File: config.mk
export PLATFORM = sky130hd
export DESIGN_NAME = skewed_block_address_walker
export DESIGN_NICKNAME = d
export VERILOG_FILES = /design/src/skbaw_pkg.sv /design/src/skewed_block_address_walker.sv
export SDC_FILE = /design/constraint.sdc
export NUM_CORES = 1
export LEC_CHECK = 0
export ABC_CLOCK_PERIOD_IN_PS = 7800
export BUFFER_PORTS_ARGS = -buffer_cell sky130_fd_sc_hd__buf_4
export CAP_MARGIN = 30
export CORE_AREA = 3 3 179 225
export DETAILED_ROUTE_END_ITERATION = 10
export DIE_AREA = 0 0 182 228
export GPL_ROUTABILITY_DRIVEN = 1
export PLACE_DENSITY_LB_ADDON = 0.05
export SLEW_MARGIN = 20
export SYNTH_ARGS = -nofsm -noshare
export SYNTH_HDL_FRONTEND = slang
export SYNTH_SLANG_ARGS = --single-unit
File: constraint.sdc
create_clock -name clock -period 7.8 [get_ports clock]
set_input_delay 0 -clock clock [delete_from_list [all_inputs] [get_ports clock]]
set_output_delay 0 -clock clock [all_outputs]
set_load 0.02 [all_outputs]
File: src/skbaw_pkg.sv
package skbaw_pkg;

   localparam int NUM_DIGITS = 8;
   localparam int BLOCK_BITS = 18;

   typedef logic [2:0]            digit_type;
   typedef logic [2:0]            level_type;
   typedef logic [6:0]            pct_type;
   typedef logic [BLOCK_BITS-1:0] block_type;

   // Digits are held unbiased (raw = signed value - minimum).
   localparam logic [4:0] DIG_OFS  [NUM_DIGITS] = '{5'd0, 5'd2, 5'd5, 5'd7,
                                                    5'd10, 5'd12, 5'd14, 5'd16};
   localparam digit_type  DIG_TOP  [NUM_DIGITS] = '{3'd3, 3'd7, 3'd3, 3'd7,
                                                    3'd3, 3'd3, 3'd3, 3'd3};
   localparam digit_type  DIG_ZERO [NUM_DIGITS] = '{3'd2, 3'd4, 3'd2, 3'd4,
                                                    3'd2, 3'd2, 3'd2, 3'd2};

   localparam pct_type PCT_FULL = 7'd100;

   // floor(x/5) = (x*205) >> 10 for x <= 300
   localparam logic [15:0] DIV5_MUL   = 16'd205;
   localparam int          DIV5_SHIFT = 10;
   // floor(x/100) = (x*1311) >> 17 for x <= 4000
   localparam logic [22:0] DIV100_MUL   = 23'd1311;
   localparam int          DIV100_SHIFT = 17;

   localparam logic OP_SEED = 1'b0;
   localparam logic OP_STEP = 1'b1;

   localparam logic REG_RAND_JUMP   = 1'b0;
   localparam logic REG_INWARD_SKEW = 1'b1;

   localparam logic [1:0] CFG_SETTLE = 2'd3;

endpackage

File: src/skewed_block_address_walker.sv
// Channel | Direction | Handshake           | Payload
// req     | in        | req_valid/req_stall | req_opcode, req_roll, req_fresh_word
// rsp     | out       | rsp_valid/rsp_stall | rsp_block_number, rsp_level
// csr     | in        | psel/penable/pready | paddr, pwrite, pwdata, prdata
//
// One word per cycle when not stalled; input register, then result register.
// The digit update and pack sit between the input register and the result register.
// After reset and after any register write, req_stall is held high while
// the four-stage threshold pipeline settles from the new register values.
// rsp_stall holds the result register; the input register keeps accepting while it is
// empty or the result register is free or is being drained in the same cycle.
module skewed_block_address_walker (
   input  logic                  clock,
   input  logic                  reset,
   input  logic                  req_valid,
   output logic                  req_stall,
   input  logic                  req_opcode,
   input  skbaw_pkg::pct_type    req_roll,
   input  logic [17:0]           req_fresh_word,
   output logic                  rsp_valid,
   input  logic                  rsp_stall,
   output skbaw_pkg::block_type  rsp_block_number,
   output skbaw_pkg::level_type  rsp_level,
   input  logic                  psel,
   input  logic                  penable,
   input  logic                  pwrite,
   input  logic [2:0]            paddr,
   input  logic [31:0]           pwdata,
   output logic [31:0]           prdata,
   output logic                  pready
);
   import skbaw_pkg::*;

   // ---------------------------------------------------------------- registers
   pct_type    rand_ff, rand_in;
   pct_type    skew_ff, skew_in;
   logic [1:0] busy_ff, busy_in;
   logic       cfg_write;

   assign pready    = 1'b1;
   assign cfg_write = psel && penable && pwrite && pready;

   always_comb begin
      rand_in = rand_ff;
      skew_in = skew_ff;
      busy_in = (busy_ff != 2'd0) ? busy_ff - 2'd1 : busy_ff;
      if (cfg_write) begin
         busy_in = CFG_SETTLE;
         case (paddr[2])
            REG_RAND_JUMP:   rand_in = pwdata[6:0];
            REG_INWARD_SKEW: skew_in = pwdata[6:0];
            default:         rand_in = rand_ff;
         endcase
      end
   end

   always_comb begin
      case (paddr[2])
         REG_RAND_JUMP:   prdata = {25'd0, rand_ff};
         REG_INWARD_SKEW: prdata = {25'd0, skew_ff};
         default:         prdata = 32'd0;
      endcase
   end

   always_ff @(posedge clock) begin
      if (reset) begin
         rand_ff <= 7'd0;
         skew_ff <= 7'd50;
         busy_ff <= CFG_SETTLE;
      end else begin
         rand_ff <= rand_in;
         skew_ff <= skew_in;
         busy_ff <= busy_in;
      end
   end

   // ------------------------------------------------------ threshold pipeline
   // Stage A: saturate, split the remainder into 2/5 up-down and 3/5 side share.
   pct_type     rand_sat, skew_sat, rem;
   logic [15:0] jud_prod, jlr_prod;
   logic [8:0]  rem3;
   logic [5:0]  jlr;
   logic [5:0]  jud_a_ff, jud_a_in;
   logic [4:0]  side_a_ff, side_a_in;
   pct_type     rand_a_ff, skew_a_ff, skew_inv_a_ff;

   always_comb begin
      rand_sat  = (rand_ff > PCT_FULL) ? PCT_FULL : rand_ff;
      skew_sat  = (skew_ff > PCT_FULL) ? PCT_FULL : skew_ff;
      rem       = PCT_FULL - rand_sat;
      rem3      = 9'(rem) * 9'd3;
      jud_prod  = 16'({rem, 1'b0}) * DIV5_MUL;
      jlr_prod  = 16'(rem3) * DIV5_MUL;
      jud_a_in  = 6'(jud_prod >> DIV5_SHIFT);
      jlr       = 6'(jlr_prod >> DIV5_SHIFT);
      side_a_in = jlr[5:1];
   end

   // Stage B: scale the up-down share by the skew and its complement.
   logic [11:0] prod_in_b_ff, prod_out_b_ff;
   pct_type     rand_b_ff;
   logic [4:0]  side_b_ff;

   // Stage C: divide both products by 100.
   logic [22:0] quo_in_prod, quo_out_prod;
   logic [5:0]  in_c_ff, out_c_ff;
   pct_type     rand_c_ff;
   logic [4:0]  side_c_ff;

   assign quo_in_prod  = 23'(prod_in_b_ff) * DIV100_MUL;
   assign quo_out_prod = 23'(prod_out_b_ff) * DIV100_MUL;

   // Stage D: cumulative bounds.
   pct_type t0_ff, t1_ff, t2_ff, t3_ff, t4_ff;
   pct_type t1_in, t2_in, t3_in, t4_in;

   always_comb begin
      t1_in = rand_c_ff + 7'(in_c_ff);
      t2_in = t1_in + 7'(out_c_ff);
      t3_in = t2_in + 7'(side_c_ff);
      t4_in = t3_in + 7'(side_c_ff);
   end

   always_ff @(posedge clock) begin
      jud_a_ff      <= jud_a_in;
      side_a_ff     <= side_a_in;
      rand_a_ff     <= rand_sat;
      skew_a_ff     <= skew_sat;
      skew_inv_a_ff <= PCT_FULL - skew_sat;

      prod_in_b_ff  <= 12'(jud_a_ff) * 12'(skew_a_ff);
      prod_out_b_ff <= 12'(jud_a_ff) * 12'(skew_inv_a_ff);
      rand_b_ff     <= rand_a_ff;
      side_b_ff     <= side_a_ff;

      in_c_ff   <= 6'(quo_in_prod >> DIV100_SHIFT);
      out_c_ff  <= 6'(quo_out_prod >> DIV100_SHIFT);
      rand_c_ff <= rand_b_ff;
      side_c_ff <= side_b_ff;

      t0_ff <= rand_c_ff;
      t1_ff <= t1_in;
      t2_ff <= t2_in;
      t3_ff <= t3_in;
      t4_ff <= t4_in;
   end

   // ------------------------------------------------------------ handshake
   logic        s1_valid_ff, s1_valid_in;
   logic        s1_opcode_ff;
   pct_type     s1_roll_ff;
   logic [17:0] s1_word_ff;
   logic        rsp_valid_ff, rsp_valid_in;
   logic        out_load, req_take;

   // Advance the input word when the result register is empty or drains now.
   assign out_load  = s1_valid_ff && (!rsp_valid_ff || !rsp_stall);
   assign req_stall = (busy_ff != 2'd0) || (s1_valid_ff && !out_load);
   assign req_take  = req_valid && !req_stall;

   assign s1_valid_in  = req_take || (s1_valid_ff && !out_load);
   assign rsp_valid_in = out_load || (rsp_valid_ff && rsp_stall);

   // ------------------------------------------------------------- walk step
   digit_type digits_ff [NUM_DIGITS];
   digit_type digits_in [NUM_DIGITS];
   digit_type seed_digits [NUM_DIGITS];
   level_type cursor_ff, cursor_in;
   digit_type cur_digit;
   block_type block_in;
   block_type rsp_block_ff;
   level_type rsp_level_ff;

   always_comb begin
      for (int i = 0; i < NUM_DIGITS; i++) begin
         seed_digits[i] = 3'(s1_word_ff >> DIG_OFS[i]) & DIG_TOP[i];
      end
      digits_in = digits_ff;
      cursor_in = cursor_ff;
      cur_digit = digits_ff[cursor_ff];
      if (s1_opcode_ff == OP_SEED) begin
         digits_in = seed_digits;
         cursor_in = 3'd0;
      end else if (s1_roll_ff < t0_ff) begin
         // reseed, cursor stays
         digits_in = seed_digits;
      end else if (s1_roll_ff < t1_ff) begin
         // move in: drop the digit we leave
         if (cursor_ff != 3'd0) begin
            digits_in[cursor_ff] = DIG_ZERO[cursor_ff];
            cursor_in            = cursor_ff - 3'd1;
         end
      end else if (s1_roll_ff < t2_ff) begin
         // move out: clear the digit we enter
         if (cursor_ff != 3'd7) begin
            cursor_in                    = cursor_ff + 3'd1;
            digits_in[cursor_ff + 3'd1]  = DIG_ZERO[cursor_ff + 3'd1];
         end
      end else if (s1_roll_ff < t3_ff) begin
         if (cur_digit != 3'd0) begin
            digits_in[cursor_ff] = cur_digit - 3'd1;
         end
      end else if (s1_roll_ff < t4_ff) begin
         if (cur_digit != DIG_TOP[cursor_ff]) begin
            digits_in[cursor_ff] = cur_digit + 3'd1;
         end
      end
      block_in = '0;
      for (int i = 0; i < NUM_DIGITS; i++) begin
         block_in = block_in | (BLOCK_BITS'(digits_in[i]) << DIG_OFS[i]);
      end
   end

   always_ff @(posedge clock) begin
      if (reset) begin
         s1_valid_ff  <= 1'b0;
         rsp_valid_ff <= 1'b0;
         cursor_ff    <= 3'd0;
         digits_ff    <= DIG_ZERO;
      end else begin
         s1_valid_ff  <= s1_valid_in;
         rsp_valid_ff <= rsp_valid_in;
         if (out_load) begin
            cursor_ff <= cursor_in;
            digits_ff <= digits_in;
         end
      end
   end

   always_ff @(posedge clock) begin
      if (req_take) begin
         s1_opcode_ff <= req_opcode;
         s1_roll_ff   <= req_roll;
         s1_word_ff   <= req_fresh_word;
      end
      if (out_load) begin
         rsp_block_ff <= block_in;
         rsp_level_ff <= cursor_in;
      end
   end

   assign rsp_valid        = rsp_valid_ff;
   assign rsp_block_number = rsp_block_ff;
   assign rsp_level        = rsp_level_ff;

`ifndef NO_ASSERTIONS
   a_settle_stall : assert property (@(posedge clock) disable iff (reset)
      busy_ff != 2'd0 |-> req_stall)
      else $error("word accepted while thresholds settle");

   a_seed_clears : assert property (@(posedge clock) disable iff (reset)
      out_load && s1_opcode_ff == OP_SEED |=> cursor_ff == 3'd0)
      else $error("seed left cursor nonzero");

   a_step_move : assert property (@(posedge clock) disable iff (reset)
      out_load && s1_opcode_ff == OP_STEP |=>
         (cursor_ff == $past(cursor_ff) || cursor_ff == $past(cursor_ff) + 3'd1 ||
          cursor_ff == $past(cursor_ff) - 3'd1))
      else $error("cursor moved more than one level");

   a_level_tracks : assert property (@(posedge clock) disable iff (reset)
      rsp_valid_ff |-> rsp_level_ff == cursor_ff)
      else $error("result level differs from cursor");
`endif

endmodule
Word level (Yosys, flattened, before mapping)
Memories as Yosys holds them, arrays and structs flattened.
Cells that the tools add are included.
- multiplexer cells: 36
- equal/unequal tests: 7
- reductions and logical operators: 23
- order comparisons: 11
- bitwise gates (word level): 10
- $add $sub $neg: 11
- multipliers: 7
- operator list (cell ; count):
    24-bit 2-to-1 mux ; 10
    24-bit bitwise mux ; 4
    32-bit one-hot mux with 2 select lines ; 1
    3-bit 2-to-1 mux ; 16
    12-bit by 11-bit multiplier with 23-bit output, second input constant ; 2
    7-bit < comparator ; 5
    6-bit by 7-bit multiplier with 12-bit output ; 2
    3-bit demux with 3-bit select ; 2
    17-bit by 18-bit bitwise OR with 18-bit output ; 1
    15-bit by 17-bit bitwise OR with 17-bit output ; 1
    9-bit by 8-bit multiplier with 16-bit output, second input constant ; 1
    7-bit by 8-bit multiplier with 15-bit output, second input constant ; 1
    13-bit by 15-bit bitwise OR with 15-bit output ; 1
    7-bit by 5-bit adder with 7-bit output ; 2
    7-bit by 6-bit adder with 7-bit output ; 2
    7-bit > comparator, second input constant ; 2
    7-bit 2-to-1 mux ; 2
    7-bit subtractor, first input constant ; 2
    10-bit by 13-bit bitwise OR with 13-bit output ; 1
    6-bit by 1-bit inequality test with 1-bit output, second input constant ; 2
    8-bit by 10-bit bitwise OR with 10-bit output ; 1
    3-bit binary-select mux with 3-bit select ; 1
    7-bit by 2-bit multiplier with 9-bit output, second input constant ; 1
    4-bit >= comparator, second input constant ; 2
    21 further kinds ; 40
- flip-flop bits (word level): 219
- input port bits: 68
- memories: 3
- memory bits (read-only): 72
- word-level logic and storage cells: 146
- output and inout port bits: 56
- memories (name ; words ; width ; rd ports ; clocked after Yosys merged registers in ; write ports ; RTL line ; source):
    (no name shown) ; 8 ; 3 ; 1 ; 0 ; 0 ; skewed_block_address_walker.sv:204 ; if (cur_digit != DIG_TOP[cursor_ff]) begin
    (no name shown) ; 8 ; 3 ; 1 ; 0 ; 0 ; skewed_block_address_walker.sv:197 ; digits_in[cursor_ff + 3'd1] = DIG_ZERO[cursor_ff + 3'd1];
    (no name shown) ; 8 ; 3 ; 1 ; 0 ; 0 ; skewed_block_address_walker.sv:190 ; digits_in[cursor_ff] = DIG_ZERO[cursor_ff];

Depth between registers and ports, before layout
- depth after elaboration: 20
- depth in mapped cells: 29

Least setup slack after synthesis
Ideal clock, no wire load.
- kind: reg2reg
- start: register rand_ff[0]
- end: register side_a_ff[4]
- arrival time: 5.975 ns
- path slack: 1.753 ns
- period minus slack after synthesis: 6.047 ns
- required time: 7.728 ns
- cell stages (with the launch flop): 29
- path buffers: 0
- cell sequence: dfxtp_1 -> o21ai_0 -> nand2_1 -> nand3_1 -> nand2_1 -> ha_1 -> inv_1 -> a21oi_1 -> nor2_1 -> a21oi_1 -> a31oi_1 -> ha_1 -> fa_1 -> a21o_1 -> xnor2_1 -> ha_1 -> fa_1 -> fa_1 -> inv_1 -> fa_1 -> inv_1 -> ha_1 -> and3_1 -> a21oi_1 -> o21ai_0 -> o41ai_1 -> o21bai_1 -> a21oi_1 -> xnor2_1
- word-level cells in the longest chain between the ends: 5
- RTL lines (what ; RTL line ; source):
    start, declared ; skewed_block_address_walker.sv:35 ; pct_type rand_ff, rand_in;
    start signal, assigned ; skewed_block_address_walker.sv:71 ; rand_ff <= rand_in;
    7-bit > comparator ; skewed_block_address_walker.sv:88 ; rand_sat = (rand_ff > PCT_FULL) ? PCT_FULL : rand_ff;
    7-bit 2-to-1 mux (*) ; skewed_block_address_walker.sv:88 ;
    7-bit subtractor (*) ; skewed_block_address_walker.sv:90 ; rem = PCT_FULL - rand_sat;
    7-bit by 2-bit multiplier with 9-bit output (*) ; skewed_block_address_walker.sv:91 ; rem3 = 9'(rem) * 9'd3;
    9-bit by 8-bit multiplier with 16-bit output (*) ; skewed_block_address_walker.sv:93 ; jlr_prod = 16'(rem3) * DIV5_MUL;
    via jlr_prod[15] ; skewed_block_address_walker.sv:80 ; logic [15:0] jud_prod, jlr_prod;
    end signal, assigned ; skewed_block_address_walker.sv:126 ; side_a_ff <= side_a_in;
    end, declared ; skewed_block_address_walker.sv:84 ; logic [4:0] side_a_ff, side_a_in;
The timed path passes the listed nets; every way through them passes the cells marked *.
A chain may end at the register's enable or synchronous reset.

Worst setup path after layout
- start: register rand_ff[2]
- end: register side_a_ff[4]
The elaborated chain is that of the path after synthesis.

==> results.py <==
metrics = {
    "clocking": {
        "numCtsBuffers": 26,
        "ctsRootBufferMaster": "clkbuf_16",
        "cts.sinks": 217,
        "cts_tree": "done",
        "clkLatencyLatePin_ns": 0.55,
        "clockBufferDepth": 3,
        "cts_max_level": 1,
        "clkTransAtPathRegs_ns": 0.06,
        "postCtsSetupBuffers": 0,
    },
    "logic_synthesis": {
        "avgSynthCellArea_um2": 9.752,
        "synthFlopType": "dfxtp_1",
        "synth_edf_count": 47,
        "synth_area_um2": 19020,
        "synth-seq-area-share_pct": 25.32,
        "synth_area_leaders": "ha_1, dfxtp_1, fa_1",
        "synthArstFlopShare_pct": 0,
        "synth_seq_cells": 217,
        "yosys_warnings": 0,
        "synth_largest_area_cell": "ha_1",
        "syn_inst": 1950,
        "yosysUniqueCellTypes": 84,
        "synth_top_area_share_pct": 23.03,
    },
    "placement": {
        "place_inst": 2469,
        "hpwl_um": 34880,
        "gp_congestion": 0.9346,
        "numPortBuffers": 70,
    },
    "worst_setup_path": {
        "reg2reg_to": "side_a_ff[4]",
        "arrival_ns": 7.27,
        "max_stage_delay_ns": 0.55,
        "cpMaxStageDelayCell": "fa_1",
        "critPathCaptureType": "flop",
        "cp.required_ns": 8.28,
        "worst-path-buf-inv": 3,
        "start_kind": "flop",
        "critical_path_class": "flop to flop",
        "crit_path_max_fanout": 6,
        "reg2reg_slack_ns": 1.01,
        "startpoint": "rand_ff[2]",
        "path_depth": 28,
        "critPathTopFamily": "adder cells",
        "r2r_start": "rand_ff[2]",
        "r2r_cells": 28,
        "cp-endpoint": "side_a_ff[4]",
    },
    "cells_and_area": {
        "final_cells": 2562,
        "insertedDiodeCount": 0,
        "nets": 2619,
        "area_growth_pct": 11.83,
        "fin_util_pct": 55.62,
        "drive_above_1_share_pct": 7.971,
    },
    "timing": {
        "rsz0062_at_grt": "no",
        "setup_viol": 0,
        "finClkSkew_ns": 0.01559,
        "max_clock_freq_mhz": 147.3,
        "fin_crit_sh_pct": 87.04,
        "finalCriticalPeriod_ns": 6.789,
        "slew_violations": 0,
        "holdWs_ns": 0.1318,
        "worst_pin_slew_ns": 1.022,
        "timing.final.hold_violations": 0,
        "max_slew_margin_pct": 31.79,
        "tns_ns": 0,
    },
    "route": {
        "drt_iter0_drc": 602,
        "wirelength_um": 44600,
        "wl_per_cell_um": 17.41,
        "firstDrtPassIters": 5,
        "viasPerCell": 5.375,
        "drc": 0,
        "routed-via-count": 13770,
        "antenna_left": 0,
    },
    "grt": {
        "grt_max_degree": 38,
        "grt_overflow": 0,
        "grt_pass1_wl_um": 73650,
        "grt_pass1_vias": 14690,
        "grtUsageTotal_pct": 21.65,
        "antenna_found_initial": 0,
    },
    "die": {
        "start_util_pct": 49.73,
        "die_width_um": 182,
        "io_pins": 124,
        "die_y_um": 228,
        "core_area_um2": 38240,
        "row_count": 80,
        "dieArea_um2": 41500,
    },
    "hold_path": {
        "min_path_type": "input port to flop",
    },
    "status": {
        "status": "finished, final reports clean",
    },
    "flow_run": {
        "drv_cap": 0,
    },
}
## cells in the mapped netlist, types with 29 or more instances
master	instances
dfxtp_1	170
inv_1	300
a21oi_1	102
fa_1	151
and2_1	41
nand2_1	128
edfxtp_1	47
nor2_1	88
clkbuf_1	42
xnor2_1	59
buf_4	29
o21ai_0	68
ha_1	350
nand3_1	36
## stage by stage
stage / instance area [um2] / setup WS [ns]
2_1_floorplan: 19110 / 1.753
3_3_place_gp: 19900 / 1.123
3_5_place_dp: 19900 / 0.9967
4_1_cts: 21270 / 0.9628
5_1_grt: 21270 / 0.4015
6_report: 21270 / 1.011
## worst min path at each step
stage / from / to / depth (start not counted)
floorplan: req_opcode / s1_opcode_ff / 0
global placement: req_fresh_word[11] / s1_word_ff[11] / 1
detailed placement: req_roll[4] / s1_roll_ff[4] / 1
CTS: psel / skew_ff[2] / 5
global route: req_fresh_word[12] / s1_word_ff[12] / 2
finish: psel / skew_ff[3] / 5
## cells in the final DEF (no fill, tap or decap), types with 12 or more instances in the layout
cell / n
o211ai_1: 12
dfxtp_1: 170
buf_4: 79
conb_1: 26
nand2_1: 128
xnor2_1: 59
a31oi_1: 16
dlygate4sd3_1: 45
o21ai_0: 68
mux2i_1: 16
and2_1: 41
and3_1: 14
a21oi_1: 102
o21bai_1: 19
xor2_1: 22
fa_1: 151
nor2_1: 88
inv_1: 299
nor3_1: 20
a21o_1: 27
clkbuf_16: 28
mux2_2: 13
edfxtp_1: 47
nand3_1: 36
ha_1: 350
nor2b_1: 12
## worst min-delay path, delay by kind of cell
| family | cells | cell delay (ns) |
|---|---|---|
| simple gates | 3 | 0.49 |
| buf+inv | 1 | 0.08 |
| compound gates | 1 | 0.06 |
## routing by layer
| metal | vias up | GRT usage, % | part of all wire (%) |
|---|---|---|---|
| met5 | - | 0 | 0 |
| met4 | 0 | 7.835 | 3.6 |
| met3 | 89 | 2.645 | 4.0 |
| met2 | 300 | 40.06 | 52 |
| met1 | 6633 | 25.52 | 40 |
| li1 | 6748 | - | - |
## registers in the layout (all words and copies together), names as in the netlist, 11 cells and up
name              count
digits_ff            24
rsp_block_number     18
s1_word_ff           18
prod_out_b_ff        12
prod_in_b_ff         11
## layout make-up
cell class / instances / area (um2)
clock inverter: 14 / 172.7
inverter: 303 / 1137
timing repair buffer: 124 / 1044
clock buffer: 34 / 747.0
fill: 3459 / 16970
tap: 492 / 615.6
sequential: 217 / 4815
multi-input combinational: 1378 / 12740
## logic make-up after synthesis
| kind of cell | synth area share (%) |
|---|---|
| compound gates | 12.50 |
| buf+inv | 8.185 |
| xor+xnor | 3.731 |
| other cells | 0.03949 |
| fa+ha+maj | 38.92 |
| simple gates | 9.691 |
| flops | 25.32 |
| mux | 1.612 |
## repair_timing
action / in CTS / in global routing
resized for setup: 0 / 0
hold buffers: 45 / 0
endpoints found under the hold margin: 54 / 0
Power is left out: the tool's default activity adds up to more than one toggle a clock period on the data nets, which glitch-free logic cannot reach.
